File: src/b64c_pkg.sv
`timescale 1ns / 1ps
`default_nettype none

package b64c_pkg;

  localparam int unsigned DataW   = 8;
  localparam int unsigned CountW  = 7;
  localparam int unsigned StatusW = 3;
  localparam int unsigned QDepth  = 4;
  localparam int unsigned QPtrW   = $clog2(QDepth);
  localparam int unsigned QCntW   = $clog2(QDepth + 1);

  localparam logic [CountW-1:0] MAX_DECODE_BYTES = 7'd95;

  typedef enum logic [StatusW-1:0] {
    ST_OK          = 3'd0,
    ST_BAD_CHAR    = 3'd1,
    ST_TOO_MANY    = 3'd2,
    ST_WRONG_COUNT = 3'd3,
    ST_TRAILING    = 3'd4
  } status_t;

  typedef enum logic {
    DIR_ENCODE = 1'b0,
    DIR_DECODE = 1'b1
  } dir_t;

  typedef enum logic {
    CFG_DIRECTION      = 1'b0,
    CFG_EXPECTED_BYTES = 1'b1
  } cfg_idx_t;

  typedef struct packed {
    logic [DataW-1:0]   result_data;
    logic               result_valid;
    logic               result_last;
    logic [StatusW-1:0] status;
  } result_t;

  function automatic result_t mk_result(logic [DataW-1:0] d, logic v, logic l,
                                        status_t s);
    result_t r;
    r.result_data  = d;
    r.result_valid = v;
    r.result_last  = l;
    r.status       = s;
    return r;
  endfunction

  // 6-bit index to alphabet character
  function automatic logic [7:0] char_of(logic [5:0] v);
    logic [7:0] v8;
    v8 = {2'b00, v};
    if (v < 6'd26) begin
      return v8 + 8'd65;
    end else if (v < 6'd52) begin
      return v8 + 8'd71;
    end else if (v < 6'd62) begin
      return v8 - 8'd4;
    end else if (v == 6'd62) begin
      return 8'd45;
    end else begin
      return 8'd95;
    end
  endfunction

  // alphabet character to 0..63, 64 for anything else
  function automatic logic [6:0] value_of(logic [7:0] c);
    logic [7:0] t;
    t = 8'd64;
    if (c >= 8'd65 && c <= 8'd90) begin
      t = c - 8'd65;
    end else if (c >= 8'd97 && c <= 8'd122) begin
      t = c - 8'd71;
    end else if (c >= 8'd48 && c <= 8'd57) begin
      t = c + 8'd4;
    end else if (c == 8'd45) begin
      t = 8'd62;
    end else if (c == 8'd95) begin
      t = 8'd63;
    end
    return t[6:0];
  endfunction

endpackage

`default_nettype wire

File: src/b64c_if.sv
`timescale 1ns / 1ps
`default_nettype none

interface b64c_in_if;
  logic       valid;
  logic       ready;
  logic [7:0] data;
  logic       has_data;
  logic       last;

  modport source (output valid, output data, output has_data, output last, input ready);
  modport sink   (input valid, input data, input has_data, input last, output ready);
endinterface

interface b64c_out_if;
  logic       valid;
  logic       ready;
  logic [7:0] result_data;
  logic       result_valid;
  logic       result_last;
  logic [2:0] status;

  modport source (output valid, output result_data, output result_valid,
                  output result_last, output status, input ready);
  modport sink   (input valid, input result_data, input result_valid,
                  input result_last, input status, output ready);
endinterface

interface b64c_cfg_if;
  logic       valid;
  logic       ready;
  logic       index;
  logic [6:0] wdata;

  modport source (output valid, output index, output wdata, input ready);
  modport sink   (input valid, input index, input wdata, output ready);
endinterface

`default_nettype wire

File: src/base64url_stream_codec_unit.sv
// Results of an accepted item are registered into the result queue and appear on out_ch in order.
// Throughput: one item per cycle while each item yields at most one result and out_ch is
// ready; two-result items fill the four-entry result queue, which drains one per cycle.
// in_ch.ready is high while at least two queue entries are free.
// Reset (rst_n low, synchronous) clears the codec state, the registers and the queue.
`timescale 1ns / 1ps
`default_nettype none

module base64url_stream_codec_unit (
  input  wire         clk,
  input  wire         rst_n,
  b64c_in_if.sink     in_ch,
  b64c_out_if.source  out_ch,
  b64c_cfg_if.sink    cfg_ch
);

  // configuration
  b64c_pkg::dir_t                     dir_r;
  logic [b64c_pkg::CountW-1:0]        exp_r;

  // codec state
  logic [1:0]                         ph_r, ph_nxt;
  logic [5:0]                         res_r, res_nxt;
  logic [2:0]                         rb_r, rb_nxt;
  logic [b64c_pkg::CountW-1:0]        bc_r, bc_nxt;
  logic                               failed_r, failed_nxt;

  // result queue
  b64c_pkg::result_t                  q_r [b64c_pkg::QDepth];
  logic [b64c_pkg::QPtrW-1:0]         head_r, tail_r;
  logic [b64c_pkg::QCntW-1:0]         count_r, count_nxt;

  logic                               in_fire, out_fire;
  b64c_pkg::result_t                  r0, r1;
  logic [1:0]                         n_res;
  b64c_pkg::status_t                  err;
  logic [6:0]                         v;
  logic [11:0]                        acc;
  logic [3:0]                         bits4;
  logic [2:0]                         b;
  logic [11:0]                        shifted;
  logic [6:0]                         m7;
  logic [7:0]                         tail_ch;
  logic                               tail_en;

  assign in_ch.ready  = (count_r <= b64c_pkg::QCntW'(2));
  assign in_fire      = in_ch.valid && in_ch.ready;
  assign out_ch.valid = (count_r != '0);
  assign out_fire     = out_ch.valid && out_ch.ready;
  assign cfg_ch.ready = 1'b1;

  assign out_ch.result_data  = q_r[head_r].result_data;
  assign out_ch.result_valid = q_r[head_r].result_valid;
  assign out_ch.result_last  = q_r[head_r].result_last;
  assign out_ch.status       = q_r[head_r].status;

  always_comb begin
    ph_nxt     = ph_r;
    res_nxt    = res_r;
    rb_nxt     = rb_r;
    bc_nxt     = bc_r;
    failed_nxt = failed_r;
    r0         = '0;
    r1         = '0;
    n_res      = 2'd0;
    err        = b64c_pkg::ST_OK;
    v          = '0;
    acc        = '0;
    bits4      = '0;
    b          = '0;
    shifted    = '0;
    m7         = '0;
    tail_ch    = '0;
    tail_en    = 1'b0;

    if (in_fire) begin
      if (failed_r) begin
        // drop everything up to the end of the message
        if (in_ch.last) begin
          ph_nxt     = '0;
          res_nxt    = '0;
          rb_nxt     = '0;
          bc_nxt     = '0;
          failed_nxt = 1'b0;
        end
      end else if (dir_r == b64c_pkg::DIR_ENCODE) begin
        if (in_ch.has_data) begin
          case (ph_r)
            2'd1: begin
              r0 = b64c_pkg::mk_result(
                  b64c_pkg::char_of({res_r[1:0], in_ch.data[7:4]}), 1'b1, 1'b0,
                  b64c_pkg::ST_OK);
              n_res   = 2'd1;
              res_nxt = {2'b00, in_ch.data[3:0]};
              rb_nxt  = 3'd4;
              ph_nxt  = 2'd2;
            end
            2'd2: begin
              r0 = b64c_pkg::mk_result(
                  b64c_pkg::char_of({res_r[3:0], in_ch.data[7:6]}), 1'b1, 1'b0,
                  b64c_pkg::ST_OK);
              r1 = b64c_pkg::mk_result(b64c_pkg::char_of(in_ch.data[5:0]), 1'b1, 1'b0,
                  b64c_pkg::ST_OK);
              n_res   = 2'd2;
              res_nxt = '0;
              rb_nxt  = '0;
              ph_nxt  = 2'd0;
            end
            default: begin
              r0 = b64c_pkg::mk_result(b64c_pkg::char_of(in_ch.data[7:2]), 1'b1, 1'b0,
                  b64c_pkg::ST_OK);
              n_res   = 2'd1;
              res_nxt = {4'b0000, in_ch.data[1:0]};
              rb_nxt  = 3'd2;
              ph_nxt  = 2'd1;
            end
          endcase
        end
        if (in_ch.last) begin
          // short group: emit its tail character
          if (ph_nxt == 2'd1) begin
            tail_en = 1'b1;
            tail_ch = b64c_pkg::char_of({res_nxt[1:0], 4'b0000});
          end else if (ph_nxt == 2'd2) begin
            tail_en = 1'b1;
            tail_ch = b64c_pkg::char_of({res_nxt[3:0], 2'b00});
          end
          if (tail_en) begin
            if (n_res == 2'd0) begin
              r0    = b64c_pkg::mk_result(tail_ch, 1'b1, 1'b0, b64c_pkg::ST_OK);
              n_res = 2'd1;
            end else begin
              r1    = b64c_pkg::mk_result(tail_ch, 1'b1, 1'b0, b64c_pkg::ST_OK);
              n_res = 2'd2;
            end
          end
          if (n_res == 2'd0) begin
            r0    = b64c_pkg::mk_result('0, 1'b0, 1'b1, b64c_pkg::ST_OK);
            n_res = 2'd1;
          end else if (n_res == 2'd1) begin
            r0.result_last = 1'b1;
          end else begin
            r1.result_last = 1'b1;
          end
          ph_nxt  = '0;
          res_nxt = '0;
          rb_nxt  = '0;
          bc_nxt  = '0;
        end
      end else begin
        if (in_ch.has_data) begin
          v = b64c_pkg::value_of(in_ch.data);
          if (v[6]) begin
            err = b64c_pkg::ST_BAD_CHAR;
          end else begin
            acc   = {res_r, v[5:0]};
            bits4 = {1'b0, rb_r} + 4'd6;
            if (bits4 >= 4'd8) begin
              b = 3'(bits4 - 4'd8);
              if (bc_r >= exp_r || bc_r >= b64c_pkg::MAX_DECODE_BYTES) begin
                err = b64c_pkg::ST_TOO_MANY;
              end else begin
                shifted = acc >> b;
                m7      = (7'd1 << b) - 7'd1;
                r0      = b64c_pkg::mk_result(shifted[7:0], 1'b1, 1'b0, b64c_pkg::ST_OK);
                n_res   = 2'd1;
                bc_nxt  = bc_r + 7'd1;
                res_nxt = acc[5:0] & m7[5:0];
                rb_nxt  = b;
              end
            end else begin
              res_nxt = acc[5:0];
              rb_nxt  = bits4[2:0];
            end
            ph_nxt = ph_r + 2'd1;
          end
        end

        if (err == b64c_pkg::ST_OK && in_ch.last) begin
          if (ph_nxt == 2'd1) begin
            err = b64c_pkg::ST_WRONG_COUNT;
          end else if (bc_nxt != exp_r) begin
            err = b64c_pkg::ST_WRONG_COUNT;
          end else if (rb_nxt != '0 && res_nxt != '0) begin
            err = b64c_pkg::ST_TRAILING;
          end
        end

        if (err != b64c_pkg::ST_OK) begin
          if (n_res == 2'd0) begin
            r0    = b64c_pkg::mk_result('0, 1'b0, 1'b1, err);
            n_res = 2'd1;
          end else begin
            r1    = b64c_pkg::mk_result('0, 1'b0, 1'b1, err);
            n_res = 2'd2;
          end
          ph_nxt     = '0;
          res_nxt    = '0;
          rb_nxt     = '0;
          bc_nxt     = '0;
          failed_nxt = !in_ch.last;
        end else if (in_ch.last) begin
          if (n_res == 2'd0) begin
            r0    = b64c_pkg::mk_result('0, 1'b0, 1'b1, b64c_pkg::ST_OK);
            n_res = 2'd1;
          end else begin
            r0.result_last = 1'b1;
          end
          ph_nxt  = '0;
          res_nxt = '0;
          rb_nxt  = '0;
          bc_nxt  = '0;
        end
      end
    end

    count_nxt = count_r + b64c_pkg::QCntW'(n_res) - b64c_pkg::QCntW'(out_fire);
  end

  always_ff @(posedge clk) begin
    if (!rst_n) begin
      dir_r    <= b64c_pkg::DIR_ENCODE;
      exp_r    <= '0;
      ph_r     <= '0;
      res_r    <= '0;
      rb_r     <= '0;
      bc_r     <= '0;
      failed_r <= 1'b0;
      head_r   <= '0;
      tail_r   <= '0;
      count_r  <= '0;
    end else begin
      if (cfg_ch.valid && cfg_ch.ready) begin
        unique case (b64c_pkg::cfg_idx_t'(cfg_ch.index))
          b64c_pkg::CFG_DIRECTION:      dir_r <= b64c_pkg::dir_t'(cfg_ch.wdata[0]);
          b64c_pkg::CFG_EXPECTED_BYTES: exp_r <= cfg_ch.wdata;
        endcase
      end
      ph_r     <= ph_nxt;
      res_r    <= res_nxt;
      rb_r     <= rb_nxt;
      bc_r     <= bc_nxt;
      failed_r <= failed_nxt;
      tail_r   <= tail_r + b64c_pkg::QPtrW'(n_res);
      if (out_fire) begin
        head_r <= head_r + 1'b1;
      end
      count_r  <= count_nxt;
    end
  end

  // queue payload: no reset
  always_ff @(posedge clk) begin
    if (n_res != 2'd0) begin
      q_r[tail_r] <= r0;
    end
    if (n_res == 2'd2) begin
      q_r[tail_r + 1'b1] <= r1;
    end
  end

  a_count_bound: assert property (@(posedge clk) disable iff (!rst_n)
    count_r <= b64c_pkg::QCntW'(b64c_pkg::QDepth))
    else $error("result queue overfilled");

  a_last_clears: assert property (@(posedge clk) disable iff (!rst_n)
    (in_fire && in_ch.last) |=> !failed_r)
    else $error("discard state survives the end of a message");

  a_discard_silent: assert property (@(posedge clk) disable iff (!rst_n)
    (in_fire && failed_r) |=> (count_r <= $past(count_r)))
    else $error("result queued while discarding");

  a_empty_result: assert property (@(posedge clk) disable iff (!rst_n)
    (out_ch.valid && !out_ch.result_valid) |-> (out_ch.result_data == '0))
    else $error("marker or error transaction carries data");

  a_error_ends: assert property (@(posedge clk) disable iff (!rst_n)
    (out_ch.valid && out_ch.status != b64c_pkg::ST_OK) |->
      (out_ch.result_last && !out_ch.result_valid))
    else $error("error transaction not marked final");

endmodule

`default_nettype wire
File: src/flat_wrapper.sv
// flat-port wrapper written by rule: the top's interface ports become plain ports
module base64url_stream_codec_unit_flat 
  (clk, rst_n, in_ch_valid, in_ch_data, in_ch_has_data, in_ch_last, in_ch_ready, out_ch_valid, out_ch_result_data, out_ch_result_valid, out_ch_result_last, out_ch_status, out_ch_ready, cfg_ch_valid, cfg_ch_index, cfg_ch_wdata, cfg_ch_ready);
  b64c_in_if in_ch_i ();
  b64c_out_if out_ch_i ();
  b64c_cfg_if cfg_ch_i ();
  input  wire clk;
  input  wire rst_n;
  input wire logic [$bits(in_ch_i.valid)-1:0] in_ch_valid;
  input wire logic [$bits(in_ch_i.data)-1:0] in_ch_data;
  input wire logic [$bits(in_ch_i.has_data)-1:0] in_ch_has_data;
  input wire logic [$bits(in_ch_i.last)-1:0] in_ch_last;
  output wire logic [$bits(in_ch_i.ready)-1:0] in_ch_ready;
  output wire logic [$bits(out_ch_i.valid)-1:0] out_ch_valid;
  output wire logic [$bits(out_ch_i.result_data)-1:0] out_ch_result_data;
  output wire logic [$bits(out_ch_i.result_valid)-1:0] out_ch_result_valid;
  output wire logic [$bits(out_ch_i.result_last)-1:0] out_ch_result_last;
  output wire logic [$bits(out_ch_i.status)-1:0] out_ch_status;
  input wire logic [$bits(out_ch_i.ready)-1:0] out_ch_ready;
  input wire logic [$bits(cfg_ch_i.valid)-1:0] cfg_ch_valid;
  input wire logic [$bits(cfg_ch_i.index)-1:0] cfg_ch_index;
  input wire logic [$bits(cfg_ch_i.wdata)-1:0] cfg_ch_wdata;
  output wire logic [$bits(cfg_ch_i.ready)-1:0] cfg_ch_ready;
  assign in_ch_i.valid = in_ch_valid;
  assign in_ch_i.data = in_ch_data;
  assign in_ch_i.has_data = in_ch_has_data;
  assign in_ch_i.last = in_ch_last;
  assign in_ch_ready = in_ch_i.ready;
  assign out_ch_valid = out_ch_i.valid;
  assign out_ch_result_data = out_ch_i.result_data;
  assign out_ch_result_valid = out_ch_i.result_valid;
  assign out_ch_result_last = out_ch_i.result_last;
  assign out_ch_status = out_ch_i.status;
  assign out_ch_i.ready = out_ch_ready;
  assign cfg_ch_i.valid = cfg_ch_valid;
  assign cfg_ch_i.index = cfg_ch_index;
  assign cfg_ch_i.wdata = cfg_ch_wdata;
  assign cfg_ch_ready = cfg_ch_i.ready;
  base64url_stream_codec_unit u_core (.clk(clk), .rst_n(rst_n), .in_ch(in_ch_i), .out_ch(out_ch_i), .cfg_ch(cfg_ch_i));
endmodule
File: config.mk
export PLATFORM = sky130hd
export DESIGN_NAME = base64url_stream_codec_unit_flat
export DESIGN_NICKNAME = d
export VERILOG_FILES = /design/src/b64c_pkg.sv /design/src/b64c_if.sv /design/src/base64url_stream_codec_unit.sv /design/src/flat_wrapper.sv
export SDC_FILE = /design/constraint.sdc
export NUM_CORES = 1
export LEC_CHECK = 0
export BUFFER_PORTS_ARGS = -buffer_cell sky130_fd_sc_hd__buf_2
export CORE_ASPECT_RATIO = 1.25
export CORE_MARGIN = 10
export CORE_UTILIZATION = 55
export DETAILED_ROUTE_END_ITERATION = 12
export GPL_TIMING_DRIVEN = 0
export PLACE_DENSITY = 0.8
export SLEW_MARGIN = 20
export SYNTH_ARGS = -nofsm -noshare
export SYNTH_HDL_FRONTEND = slang
export SYNTH_SLANG_ARGS = --single-unit
File: constraint.sdc
create_clock -name clk -period 8.5 [get_ports clk]
set_input_delay 0.425 -clock clk [delete_from_list [all_inputs] [get_ports clk]]
set_output_delay 0.425 -clock clk [all_outputs]
set_load 0.05 [all_outputs]
==> results of run 1 <==
-- power by group through the flow --
stage               sequential, mW  clock, mW  combinational (mW)
floorplan                    0.525          0               0.493
global placement             0.532          0               0.626
detailed placement           0.534          0               0.645
CTS                          0.525      0.403               0.650
global route                 0.529      0.421               0.707
finish                       0.525      0.403               0.656
-- cell usage in the layout (no fill, tap or decap), types with 7 or more instances in the layout --
cell                        count
sky130_fd_sc_hd__a211oi_1      15
sky130_fd_sc_hd__a21o_1        10
sky130_fd_sc_hd__a21oi_1       80
sky130_fd_sc_hd__a22oi_1       14
sky130_fd_sc_hd__a31oi_1       24
sky130_fd_sc_hd__and2_1        10
sky130_fd_sc_hd__and3_1         9
sky130_fd_sc_hd__buf_1          7
sky130_fd_sc_hd__buf_2         41
sky130_fd_sc_hd__buf_6          9
sky130_fd_sc_hd__clkbuf_1      44
sky130_fd_sc_hd__clkbuf_16      9
sky130_fd_sc_hd__dfxtp_1       35
sky130_fd_sc_hd__edfxtp_1      52
sky130_fd_sc_hd__ha_1          49
sky130_fd_sc_hd__inv_1         46
sky130_fd_sc_hd__mux2_2        11
sky130_fd_sc_hd__mux2i_1       29
sky130_fd_sc_hd__mux4_2        14
sky130_fd_sc_hd__nand2_1       88
sky130_fd_sc_hd__nand2b_1       9
sky130_fd_sc_hd__nand3_1       41
sky130_fd_sc_hd__nand4_1       10
sky130_fd_sc_hd__nor2_1        78
sky130_fd_sc_hd__nor2b_1       15
sky130_fd_sc_hd__nor3_1        35
sky130_fd_sc_hd__o211ai_1      24
sky130_fd_sc_hd__o21ai_0       61
sky130_fd_sc_hd__o22ai_1        8
sky130_fd_sc_hd__or3_1          8
sky130_fd_sc_hd__xnor2_1       26
sky130_fd_sc_hd__xor2_1         8
-- sequential cells by signal, indices dropped and copies added (netlist names), named ones only --
register,flops
u_core.bc_r,7
u_core.count_r,3
u_core.dir_r,1
u_core.exp_r,7
u_core.failed_r,1
u_core.head_r,2
u_core.ph_r,2
u_core.q_r,52
u_core.rb_r,2
u_core.res_r,6
u_core.tail_r,2
-- cells in the mapped netlist (29+ instances only) --
| cell | n |
|---|---|
| sky130_fd_sc_hd__a21oi_1 | 82 |
| sky130_fd_sc_hd__nor2_1 | 78 |
| sky130_fd_sc_hd__ha_1 | 49 |
| sky130_fd_sc_hd__mux2i_1 | 29 |
| sky130_fd_sc_hd__nand2_1 | 88 |
| sky130_fd_sc_hd__dfxtp_1 | 35 |
| sky130_fd_sc_hd__inv_1 | 46 |
| sky130_fd_sc_hd__nand3_1 | 41 |
| sky130_fd_sc_hd__nor3_1 | 36 |
| sky130_fd_sc_hd__edfxtp_1 | 52 |
| sky130_fd_sc_hd__o21ai_0 | 61 |
| sky130_fd_sc_hd__clkbuf_1 | 44 |
-- metrics by stage --
stage	setup slack, ns	power, mW
2_1_floorplan	3.66	1.02
3_3_place_gp	2.47	1.16
3_5_place_dp	2.54	1.18
4_1_cts	2.88	1.58
5_1_grt	2.43	1.66
6_report	2.72	1.58
-- logic make-up (layout without fill, tap and decap cells) --
family / count (synthesis) / after routing
muxes: 59 / 59
buffers and inverters: 115 / 167
xor gates and xnor gates: 34 / 34
other: 1 / 2
AOI/OAI and AO/OA: 312 / 312
and+or+nand+nor: 335 / 335
DFF: 87 / 87
adders and majority gates: 50 / 50
-- worst max-delay path, cell delays in order --
cell                       delay [ns]
sky130_fd_sc_hd__buf_2           0.12
sky130_fd_sc_hd__buf_6           0.14
sky130_fd_sc_hd__clkbuf_1        0.48
sky130_fd_sc_hd__inv_1           0.24
sky130_fd_sc_hd__ha_1            0.37
sky130_fd_sc_hd__and3b_1         0.22
sky130_fd_sc_hd__o31a_1          0.30
sky130_fd_sc_hd__or2_0           0.22
sky130_fd_sc_hd__buf_2           0.18
sky130_fd_sc_hd__a311oi_4        0.60
sky130_fd_sc_hd__nor4_1          0.17
sky130_fd_sc_hd__nor4_2          0.32
sky130_fd_sc_hd__nand4_2         0.29
sky130_fd_sc_hd__o311a_4         0.45
sky130_fd_sc_hd__nor2_1          0.34
sky130_fd_sc_hd__ha_1            0.32
sky130_fd_sc_hd__fa_1            0.44
sky130_fd_sc_hd__xnor2_1         0.19
sky130_fd_sc_hd__xnor2_1         0.14
sky130_fd_sc_hd__nor2_1          0.05
-- per-layer routing --
| metal | GRT usage, % | up-vias |
|---|---|---|
| met4 | 11.9 | 0 |
| met1 | 30.2 | 3864 |
| met2 | 42.2 | 432 |
| li1 | - | 3818 |
| met5 | 0 | - |
| met3 | 3.13 | 88 |
-- cell type report --
class                      instances  share of cell area (%)
multi-input combinational        792                    61.3
buffer                            66                    3.48
timing repair buffer              36                    2.14
inverter                          49                    2.05
clock buffer                       9                    2.51
sequential                        87                    25.2
tap                              182                    2.53
clock inverter                     7                   0.821
-- worst max path at each step --
stage / start / end / cells after the start
finish: in_ch_data[2] / u_core.count_r[2]$_SDFF_PN0_ / 20
global route: in_ch_data[2] / u_core.count_r[2]$_SDFF_PN0_ / 20
CTS: in_ch_data[2] / u_core.count_r[2]$_SDFF_PN0_ / 20
detailed placement: in_ch_data[2] / u_core.count_r[2]$_SDFF_PN0_ / 20
global placement: in_ch_data[2] / u_core.q_r[1][6]$_DFFE_PP_ / 16
floorplan: in_ch_data[2] / u_core.count_r[2]$_SDFF_PN0_ / 19
==> run summary, run 1 <==
========================================================================================================
Pwr Density ...............................................................................  176 nW/um^2
Fraction of power consumed by sequential logic ............................................        33.1%
Maximum root-to-sink buffer count .........................................................            2
Area share of fa/ha/maj cells after synthesis .............................................        7.68%
Count of cells resized by post-cts repair .................................................            0
Setup crit end kind .......................................................................     register
Post-synthesis cell area ..................................................................    8250 um^2
Number of sinks on the clock net ..........................................................           87
Result of the run ......................................................................... finished clean
Peak supply drop ..........................................................................    0.0871 mV
Post-CTS clock slew at the launch and capture registers of the worst setup and hold paths .      0.08 ns
Clock root buffer master .................................................................. sky130_fd_sc_hd__clkbuf_16
Top-level I/O count .......................................................................           39
Initial antenna violation count ...........................................................            0
Number of buffers inserted by post-CTS setup repair .......................................            0
Drt via density ...........................................................................         6.68
Total leakage power .......................................................................      3.39 nW
# H-tree levels ...........................................................................            3
Internal power contribution ...............................................................     0.927 mW
Mapped Avg Cell Area ......................................................................    8.30 um^2
Area delta synth->final ...................................................................        9.00%
Global-route wire length before repair ....................................................      40.6 mm
Uppermost signal routing layer after detailed routing .....................................         met4
Max capacitance violation total ...........................................................            0
Xor and xnor fraction of the mapped netlist area ..........................................        3.61%
Clock group share of total power ..........................................................        25.4%
Achievable clock frequency ................................................................    0.173 GHz
Synth top area share ......................................................................        18.9%
Critical path start-end classification .................................................... input pin to register
RSZ-0062 raised after global routing ......................................................        false
Depth of the most critical reg-to-reg path ................................................           17
First-pass iteration count of the detailed router .........................................            6
Worst slew margin relative to its limit ...................................................        37.8%
Final hold violation count ................................................................            0
Final #Nets ...............................................................................        1,114
Largest net degree at the start of global routing .........................................           19
Finished Cell Area ........................................................................    8990 um^2
Count of different cell masters after synthesis ...........................................           92
Share of synthesized area spent on multiplexers ...........................................        9.71%
Largest family of logic cells by synthesized area ......................................... compound AO/OA/AOI/OAI gates
Port Buf Inserts ..........................................................................           34
Post-synth EDFFs ..........................................................................           52
Sequential fraction of the synthesis area .................................................        27.4%
Period minus WS final .....................................................................      5.78 ns
Min-Delay Path Class ...................................................................... input pin to register
Total number of vias ......................................................................        8,202
Synth Area in Simple Gates ................................................................        19.8%
All-layer global routing usage ............................................................        24.7%
Footprint of the multi-input gates ........................................................    5510 um^2
Routed wirelength normalized by instance count ............................................      20.9 um
Startpoint types ..........................................................................    input pin
Cell type with the highest aggregate area in the netlist .................................. sky130_fd_sc_hd__edfxtp_1
Area taken by flip-flops and latches ......................................................    2260 um^2
Later-pin clock latency in the skew report ................................................      0.35 ns
Number of setup violations in the final report ............................................            0
Period utilisation layout .................................................................        68.0%
Antenna Cells .............................................................................            0
Number of register bits inferred by synthesis .............................................           87
Final weighted congestion in routability-driven placement .................................         1.00
Share of final-layout standard cells stronger than drive strength 1 .......................        12.0%
Wire length on met1 .......................................................................      10.3 mm
Overall die height ........................................................................       157 um
Worst endpoint required time ..............................................................      8.73 ns
Number of instances in the synthesized netlist ............................................          993
Max Clock Skew ............................................................................    0.0120 ns
Cell count after placement ................................................................        1,212
Switching Share ...........................................................................        41.5%
Dominant synthesized flop cell ............................................................ sky130_fd_sc_hd__edfxtp_1
CP Data Arrival Time ......................................................................      6.01 ns
Critical-path maximum fanout ..............................................................           10
Largest cells by area after synthesis ..................................................... sky130_fd_sc_hd__edfxtp_1 19%, sky130_fd_sc_hd__dfxtp_1 8.5%, sky130_fd_sc_hd__ha_1 7.4%
Number of nets still failing antenna checks after routing .................................            0
Power share of the combinational group ....................................................        41.4%
CTS tree ..................................................................................        built
Placement Cell Area .......................................................................    8680 um^2
Post-Route Hold Slack .....................................................................     0.318 ns
Total Neg Setup Slack .....................................................................         0 ns
Hold-fix buffer count after cts ...........................................................            0
Die span in x .............................................................................       130 um
Utilization after layout ..................................................................        60.6%
Met3 wire len .............................................................................      1.79 mm
First DRT Iteration DRCs ..................................................................          893
Net switching power figure ................................................................     0.657 mW
Filler Cells Inserted .....................................................................        1,321
Non-filler instance count after layout ....................................................        1,228
Vias in the first global route ............................................................        7,831
Crit Reg-Reg Startpoint ................................................................... u_core.ph_r[0]$_SDFFE_PN0P_
Cell depth of the worst hold path .........................................................            3
Cell row count ............................................................................           50
Endpoint of the lowest-slack register-to-register path .................................... u_core.count_r[2]$_SDFF_PN0_
Floorplan die area ........................................................................  20,300 um^2
Setup slack, reg-to-reg ...................................................................      3.24 ns
DP Wirelength .............................................................................      19.3 mm
WL final ..................................................................................      25.6 mm
TritonCTS Buffers .........................................................................            9
Gr ovfl total .............................................................................            0
Placeable Area ............................................................................  14,800 um^2
Min-delay src ............................................................................. cfg_ch_wdata[1]
Final slew viol count .....................................................................            0
Starting Density ..........................................................................        55.6%
Capture endpoint of the worst hold path ................................................... u_core.exp_r[1]$_SDFFE_PN0P_
Number of warnings reported in the yosys synthesis log ....................................            0
Synth async-reset ratio ...................................................................           0%
Post-route DRC ............................................................................            0
Transition time at the pin with the least slew margin .....................................     0.921 ns
Area fraction in compound gates after synthesis ...........................................        25.7%
Wire length on met2 .......................................................................      12.4 mm
========================================================================================================
No activity file was read; power rests on OpenSTA's default activity.
==> run 2, diff against run 1 <==
--- a/config.mk
+++ b/config.mk
@@ -11,7 +11,7 @@
 export CORE_UTILIZATION = 55
 export DETAILED_ROUTE_END_ITERATION = 12
 export GPL_TIMING_DRIVEN = 0
-export PLACE_DENSITY = 0.8
+export PLACE_DENSITY = 0.82
 export SLEW_MARGIN = 20
 export SYNTH_ARGS = -nofsm -noshare
 export SYNTH_HDL_FRONTEND = slang
==> constraint.sdc (replaced) <==
create_clock -name clk -period 5.25 [get_ports clk]
set_input_delay 0.2625 -clock clk [delete_from_list [all_inputs] [get_ports clk]]
set_output_delay 0.2625 -clock clk [all_outputs]
set_load 0.05 [all_outputs]
==> run 2 against run 1 <==
The run now ends with DRC left. Non-clock buffer count shrank 1. Total power grew 60%. Core utilization grew 0.27 points. Clock power grew 55%. Worst setup slack lost 2.4 ns. Cell count is the same. Flip-flop and latch count is the same. Global-route usage shrank 0.38 points. Via count grew 0.32%. Worst hold slack lost 0.16 ns. Sequential power grew 62%. Routed wire length grew 0.14%. Largest power group unchanged.
==> run summary, run 2 (same netlist as run 1, synthesis figures left out) <==
========================================================================================================
Result of the run ......................................................................... finished with violations
Failing checks ............................................................................          DRC
Global-route wire length before repair ....................................................      40.2 mm   -0.90%
Max capacitance violation total ...........................................................            0   unchanged
Hold-fix buffer count after cts ...........................................................            0   unchanged
Period minus WS final .....................................................................      4.96 ns
Post-route DRC ............................................................................            1   +1
Cell row count ............................................................................           50   unchanged
Maximum root-to-sink buffer count .........................................................            2   unchanged
Pwr Density ...............................................................................  281 nW/um^2   +59%
Number of buffers inserted by post-CTS setup repair .......................................            0   unchanged
Setup slack, reg-to-reg ...................................................................      0.48 ns   -2.76 ns
All-layer global routing usage ............................................................        24.4%   -0.38 points
Max Clock Skew ............................................................................    0.0141 ns   +0.00215 ns
Routed wirelength normalized by instance count ............................................      20.9 um   +0.14%
Top register by number of flip-flops ......................................................   u_core.q_r
Post-CTS clock slew at the launch and capture registers of the worst setup and hold paths .      0.07 ns   about the same
WL final ..................................................................................      25.7 mm   +0.14%
Largest net degree at the start of global routing .........................................           18   -1
Port Buf Inserts ..........................................................................           34   unchanged
Number of sinks on the clock net ..........................................................           87   unchanged
Number of setup violations in the final report ............................................            0   unchanged
Setup crit end kind .......................................................................     register
Placeable Area ............................................................................  14,800 um^2   unchanged
Min-Delay Path Class ...................................................................... input pin to register
Vias in the first global route ............................................................        7,843   +0.15%
Share of final-layout standard cells stronger than drive strength 1 .......................        12.6%   +0.57 points
Critical path start-end classification .................................................... input pin to register
First DRT Iteration DRCs ..................................................................          978   +9.5%
Area delta synth->final ...................................................................        9.48%
# H-tree levels ...........................................................................            3   unchanged
Antenna Cells .............................................................................            0   unchanged
Post-Route Hold Slack .....................................................................     0.160 ns   -0.158 ns
Drt via density ...........................................................................         6.70   +0.32%
Critical-path maximum fanout ..............................................................           10   unchanged
Die span in x .............................................................................       130 um   unchanged
Transition time at the pin with the least slew margin .....................................     0.943 ns   +0.0224 ns
Most frequent standard cell in the layout excluding fill and tap cells .................... sky130_fd_sc_hd__nand2_1
CTS tree ..................................................................................        built
Achievable clock frequency ................................................................    0.202 GHz
Number of nets still failing antenna checks after routing .................................            0   unchanged
Clock root buffer master .................................................................. sky130_fd_sc_hd__clkbuf_16
Commonest non-fill, non-tap cells in the layout ........................................... 88 x sky130_fd_sc_hd__nand2_1, 80 x sky130_fd_sc_hd__a21oi_1, 76 x sky130_fd_sc_hd__nor2_1
Flip-flop count of the largest register, all copies and words added .......................           52   unchanged
Filler Cells Inserted .....................................................................        1,291   -2.3%
Final weighted congestion in routability-driven placement .................................         1.06   +5.3%
RSZ-0062 raised after global routing ......................................................        false
Starting Density ..........................................................................        55.6%   unchanged
Registers with the most flip-flops ........................................................ u_core.q_r (52), u_core.bc_r (7), u_core.exp_r (7)
Initial antenna violation count ...........................................................            0   unchanged
Final #Nets ...............................................................................        1,114   unchanged
Final slew viol count .....................................................................            0   unchanged
Startpoint types ..........................................................................    input pin
Top-level I/O count .......................................................................           39   unchanged
Total number of vias ......................................................................        8,228   +0.32%
Total leakage power .......................................................................      3.39 nW   about the same
Worst slew margin relative to its limit ...................................................        36.3%   -1.5 points
Total Power Consumption ...................................................................      2.53 mW   +60%
Total Neg Setup Slack .....................................................................         0 ns   unchanged
Later-pin clock latency in the skew report ................................................      0.35 ns   about the same
TritonCTS Buffers .........................................................................            9   unchanged
Worst endpoint required time ..............................................................      5.47 ns   -3.26 ns
DP Wirelength .............................................................................      19.2 mm   -0.43%
Gr ovfl total .............................................................................            0   unchanged
First-pass iteration count of the detailed router .........................................           10   +4
Overall die height ........................................................................       157 um   unchanged
Period utilisation layout .................................................................        94.5%
Peak supply drop ..........................................................................     0.136 mV   +56%
Floorplan die area ........................................................................  20,300 um^2   unchanged
CP Data Arrival Time ......................................................................      5.18 ns   -0.83 ns
Final hold violation count ................................................................            0   unchanged
========================================================================================================
-- run 2: what timing repair did --
| item | CTS | global route |
|---|---|---|
| pin swaps | 0 | 1 |
| cloned | 0 | 1 |
| resized for setup | 0 | 8 |
| setup endpoints to repair | 1 | 15 |
-- run 2: stage by stage --
step	util, %	setup WS, ns	std cells	area (um^2)
global route	60.9	0.106	1228	9030
global placement	58.3	-0.573	1210	8650
CTS	60.5	0.132	1227	8970
finish	60.9	0.289	1228	9030
floorplan	-	0.575	994	8250
detailed placement	58.6	-0.512	1212	8680
-- run 2: routing by layer --
layer  GRT usage, %  share of wire (%)
met1           29.6                 39
met2           42.0                 49
met3           3.60                8.3
met4           9.92                3.9
met5              0                  0
-- run 2: final cells by class --
type	count	area [um^2]	area share, %
inverters	49	184	2.04
plain buffers	65	309	3.42
well taps	182	228	2.52
clock inverters	7	62.6	0.693
flip-flops and latches	87	2260	25.1
multi-input cells	793	5570	61.6
clock buffers	9	225	2.49
repair buffers	36	193	2.13
-- run 2: worst paths after layout --
check                                     from                      endpoint  depth (start not counted)
setup reg to reg   u_core.bc_r[0]$_SDFFE_PN0P_  u_core.count_r[2]$_SDFF_PN0_                         16
hold / removal                 cfg_ch_wdata[2]  u_core.exp_r[2]$_SDFFE_PN0P_                          3
setup / recovery                 in_ch_data[4]  u_core.count_r[2]$_SDFF_PN0_                         19
hold reg to reg   u_core.exp_r[6]$_SDFFE_PN0P_  u_core.exp_r[6]$_SDFFE_PN0P_                          2
-- run 2: worst max-delay path, cell delays in order --
cell                       delay, ns
sky130_fd_sc_hd__buf_2          0.12
sky130_fd_sc_hd__buf_6          0.14
sky130_fd_sc_hd__inv_1          0.26
sky130_fd_sc_hd__ha_1           0.19
sky130_fd_sc_hd__buf_2          0.23
sky130_fd_sc_hd__a21bo_1        0.24
sky130_fd_sc_hd__or3_1          0.35
sky130_fd_sc_hd__a211oi_4       0.44
sky130_fd_sc_hd__a311o_1        0.35
sky130_fd_sc_hd__a31oi_1        0.15
sky130_fd_sc_hd__nor4_2         0.34
sky130_fd_sc_hd__nand4_2        0.28
sky130_fd_sc_hd__o311a_4        0.44
sky130_fd_sc_hd__nor2_2         0.24
sky130_fd_sc_hd__ha_1           0.30
sky130_fd_sc_hd__fa_1           0.44
sky130_fd_sc_hd__xnor2_1        0.19
sky130_fd_sc_hd__xnor2_1        0.14
sky130_fd_sc_hd__nor2_1         0.05
-- run 2: report_power, final --
group	switching (mW)	leakage, nW	total (mW)	internal [mW]
sequential	0.0395	0.778	0.849	0.809
clock	0.295	0.140	0.626	0.331
combinational	0.707	2.47	1.06	0.353
total	1.04	3.39	2.53	1.49
==> run 3, diff against run 2 <==
--- a/config.mk
+++ b/config.mk
@@ -6,7 +6,7 @@
 export NUM_CORES = 1
 export LEC_CHECK = 0
 export BUFFER_PORTS_ARGS = -buffer_cell sky130_fd_sc_hd__buf_2
-export CORE_ASPECT_RATIO = 1.25
+export CORE_ASPECT_RATIO = 1.4
 export CORE_MARGIN = 10
 export CORE_UTILIZATION = 55
 export DETAILED_ROUTE_END_ITERATION = 12
==> run 3 against run 2 <==
Combinational power about the same. Global-route usage is 0.87 points higher. Register-to-register slack got worse by 0.17 ns. Routed wire length increased by 0.31%. The run now ends clean. Core utilization is 0.75 points higher. Die area grew 0.19%. Cell count rose by 0.33%. Critical endpoint unchanged. Design area shrank 0.50%. Worst setup slack got worse by 0.073 ns.
==> run summary, run 3 (same netlist as run 1, synthesis figures left out) <==
========================================================================================================
Peak supply drop ..........................................................................     0.237 mV   +74%
RSZ-0062 raised after global routing ......................................................        false
Period utilisation layout .................................................................        95.9%   +1.4 points
Critical path start-end classification .................................................... input pin to register
Achievable clock frequency ................................................................    0.199 GHz   -1.4%
# H-tree levels ...........................................................................            3   unchanged
CTS tree ..................................................................................        built
Min-Delay Path Class ...................................................................... input pin to register
Port Buf Inserts ..........................................................................           34   unchanged
Commonest non-fill, non-tap cells in the layout ........................................... 88 x sky130_fd_sc_hd__nand2_1, 80 x sky130_fd_sc_hd__a21oi_1, 76 x sky130_fd_sc_hd__nor2_1
Overall die height ........................................................................       165 um   +5.1%
Number of buffers inserted by post-CTS setup repair .......................................            0   unchanged
Largest net degree at the start of global routing .........................................           18   unchanged
First-pass iteration count of the detailed router .........................................            8   -2
Final hold violation count ................................................................            0   unchanged
Placeable Area ............................................................................  14,600 um^2   -1.7%
Utilization after layout ..................................................................        61.6%   +0.75 points
Endpoint of the lowest-slack register-to-register path .................................... u_core.count_r[2]$_SDFF_PN0_
Setup slack, reg-to-reg ...................................................................      0.31 ns   -0.17 ns
Gr ovfl total .............................................................................            0   unchanged
Antenna Cells .............................................................................            0   unchanged
Crit path buffers/inverters ...............................................................            4   unchanged
Clock root buffer master .................................................................. sky130_fd_sc_hd__clkbuf_16
Post-CTS clock slew at the launch and capture registers of the worst setup and hold paths .      0.07 ns   about the same
Later-pin clock latency in the skew report ................................................      0.35 ns   about the same
Floorplan die area ........................................................................  20,400 um^2   +0.19%
Final worst-path setup slack ..............................................................     0.217 ns   -0.0726 ns
Share of final-layout standard cells stronger than drive strength 1 .......................        12.1%   -0.54 points
Transition time at the pin with the least slew margin .....................................     0.940 ns   -0.00382 ns
Top-level I/O count .......................................................................           39   unchanged
Cell row count ............................................................................           52   +4.0%
Post-route DRC ............................................................................            0   -1
Startpoint types ..........................................................................    input pin
Sequence of cells on the critical path .................................................... buf_2, buf_6, inv_1, ha_1, buf_2, a21bo_1, or3_1, a211oi_1, a311oi_4, nor4_1, xnor2_1, nand4_2, o311a_4, nor2_2, ha_1, fa_1, xnor2_1, xnor2_1, nor2_1
Max capacitance violation total ...........................................................            0   unchanged
Maximum root-to-sink buffer count .........................................................            2   unchanged
Number of nets still failing antenna checks after routing .................................            0   unchanged
Period minus WS final .....................................................................      5.03 ns   +0.0726 ns
All-layer global routing usage ............................................................        25.2%   +0.87 points
Registers with the most flip-flops ........................................................ u_core.q_r (52), u_core.bc_r (7), u_core.exp_r (7)
Global-route wire length before repair ....................................................      40.9 mm   +1.7%
Setup crit end kind .......................................................................     register
Capture endpoint of the worst hold path ................................................... u_core.exp_r[3]$_SDFFE_PN0P_
Number of setup violations in the final report ............................................            0   unchanged
Cell depth of the worst hold path .........................................................            3   unchanged
First DRT Iteration DRCs ..................................................................          794   -19%
CP Data Arrival Time ......................................................................      5.25 ns   +0.07 ns
Final weighted congestion in routability-driven placement .................................        0.991   -6.3%
Die span in x .............................................................................       123 um   -4.7%
Result of the run ......................................................................... finished clean
Depth of the most critical reg-to-reg path ................................................           16   unchanged
TritonCTS Buffers .........................................................................            9   unchanged
Finished Cell Area ........................................................................    8980 um^2   -0.50%
Crit Reg-Reg Startpoint ................................................................... u_core.bc_r[0]$_SDFFE_PN0P_
Number of sinks on the clock net ..........................................................           87   unchanged
Starting Density ..........................................................................        56.6%   +0.96 points
Filler Cells Inserted .....................................................................        1,305   +1.1%
Total leakage power .......................................................................      3.38 nW   -0.35%
Worst endpoint required time ..............................................................      5.47 ns   about the same
Post-Route Hold Slack .....................................................................     0.156 ns   -0.00335 ns
Most prevalent standard cell on the critical path ......................................... sky130_fd_sc_hd__xnor2_1
Max Clock Skew ............................................................................    0.0124 ns   -0.00174 ns
Total number of vias ......................................................................        8,087   -1.7%
Initial antenna violation count ...........................................................            0   unchanged
Placement Cell Area .......................................................................    8670 um^2   -0.16%
DP Wirelength .............................................................................      19.9 mm   +3.7%
Final #Nets ...............................................................................        1,111   -0.27%
Top register by number of flip-flops ......................................................   u_core.q_r
Vias in the first global route ............................................................        7,722   -1.5%
Routed wirelength normalized by instance count ............................................      20.9 um   about the same
Drt via density ...........................................................................         6.56   -2.0%
Area delta synth->final ...................................................................        8.94%
Pwr Density ...............................................................................  284 nW/um^2   +1.2%
Peak per-stage delay on the critical path .................................................      0.54 ns   +0.10 ns
Total Power Consumption ...................................................................      2.55 mW   +0.70%
Flip-flop count of the largest register, all copies and words added .......................           52   unchanged
Critical-path maximum fanout ..............................................................           10   unchanged
Worst slew margin relative to its limit ...................................................        36.6%   +0.26 points
Worst path top cell family by delay ....................................................... simple AND/OR/NAND/NOR gates
Critical path's slowest cell .............................................................. sky130_fd_sc_hd__a211oi_1
Min-delay src ............................................................................. cfg_ch_wdata[3]
Final slew viol count .....................................................................            0   unchanged
WL final ..................................................................................      25.8 mm   +0.31%
Most frequent standard cell in the layout excluding fill and tap cells .................... sky130_fd_sc_hd__nand2_1
Minimum setup slack after placement .......................................................    -0.629 ns   -0.117 ns
========================================================================================================
[run 3: stage by stage]
stage	TNS [ns]	cells
6_report	0	1232
3_5_place_dp	-9.82	1217
4_1_cts	0	1232
3_3_place_gp	-25.30	1217
2_1_floorplan	0	994
5_1_grt	0	1232
[run 3: worst min-delay path: stages]
cell,delay [ns]
sky130_fd_sc_hd__buf_2,0.10
sky130_fd_sc_hd__nand3_1,0.05
sky130_fd_sc_hd__a21oi_1,0.05
[run 3: area by class of cell]
type	instances	area (um^2)	area share (%)
Sequential cell	87	2260	25.2
Multi-Input combinational cell	792	5520	61.4
Clock inverter	6	56.3	0.627
Timing Repair Buffer	34	170	1.89
Inverter	49	184	2.05
Tap cell	189	236	2.63
Clock buffer	10	250	2.79
Buffer	65	309	3.44
[run 3: worst max path at each step]
stage,endpoint,start,cells past startpoint,slack (ns)
finish,u_core.count_r[2]$_SDFF_PN0_,in_ch_data[4],19,0.22
global route,u_core.count_r[2]$_SDFF_PN0_,u_core.bc_r[0]$_SDFFE_PN0P_,16,0.04
CTS,u_core.count_r[2]$_SDFF_PN0_,u_core.ph_r[0]$_SDFFE_PN0P_,17,0.12
detailed placement,u_core.count_r[2]$_SDFF_PN0_,in_ch_data[2],20,-0.63
global placement,u_core.q_r[3][5]$_DFFE_PP_,in_ch_data[2],15,-0.56
floorplan,u_core.count_r[2]$_SDFF_PN0_,in_ch_data[2],19,0.57
[run 3: layer usage]
| layer | GRT usage, % | up-vias | wire length (um) |
|---|---|---|---|
| li1 | - | 3793 | - |
| met1 | 29.0 | 3772 | 9810 |
| met2 | 43.5 | 405 | 12800 |
| met3 | 3.25 | 117 | 1650 |
| met4 | 14.9 | 0 | 1510 |
| met5 | 0 | - | 0 |
[run 3: power breakdown]
group | total [mW] | internal, mW | switching [mW]
sequential | 0.854 | 0.810 | 0.0439
combinational | 1.05 | 0.348 | 0.701
clock | 0.649 | 0.359 | 0.290
[run 3: repair_timing]
action,CTS,global route
setup endpoints to repair,2,40
hold buffers,0,0
pin swaps,0,0
gates resized for setup,0,2
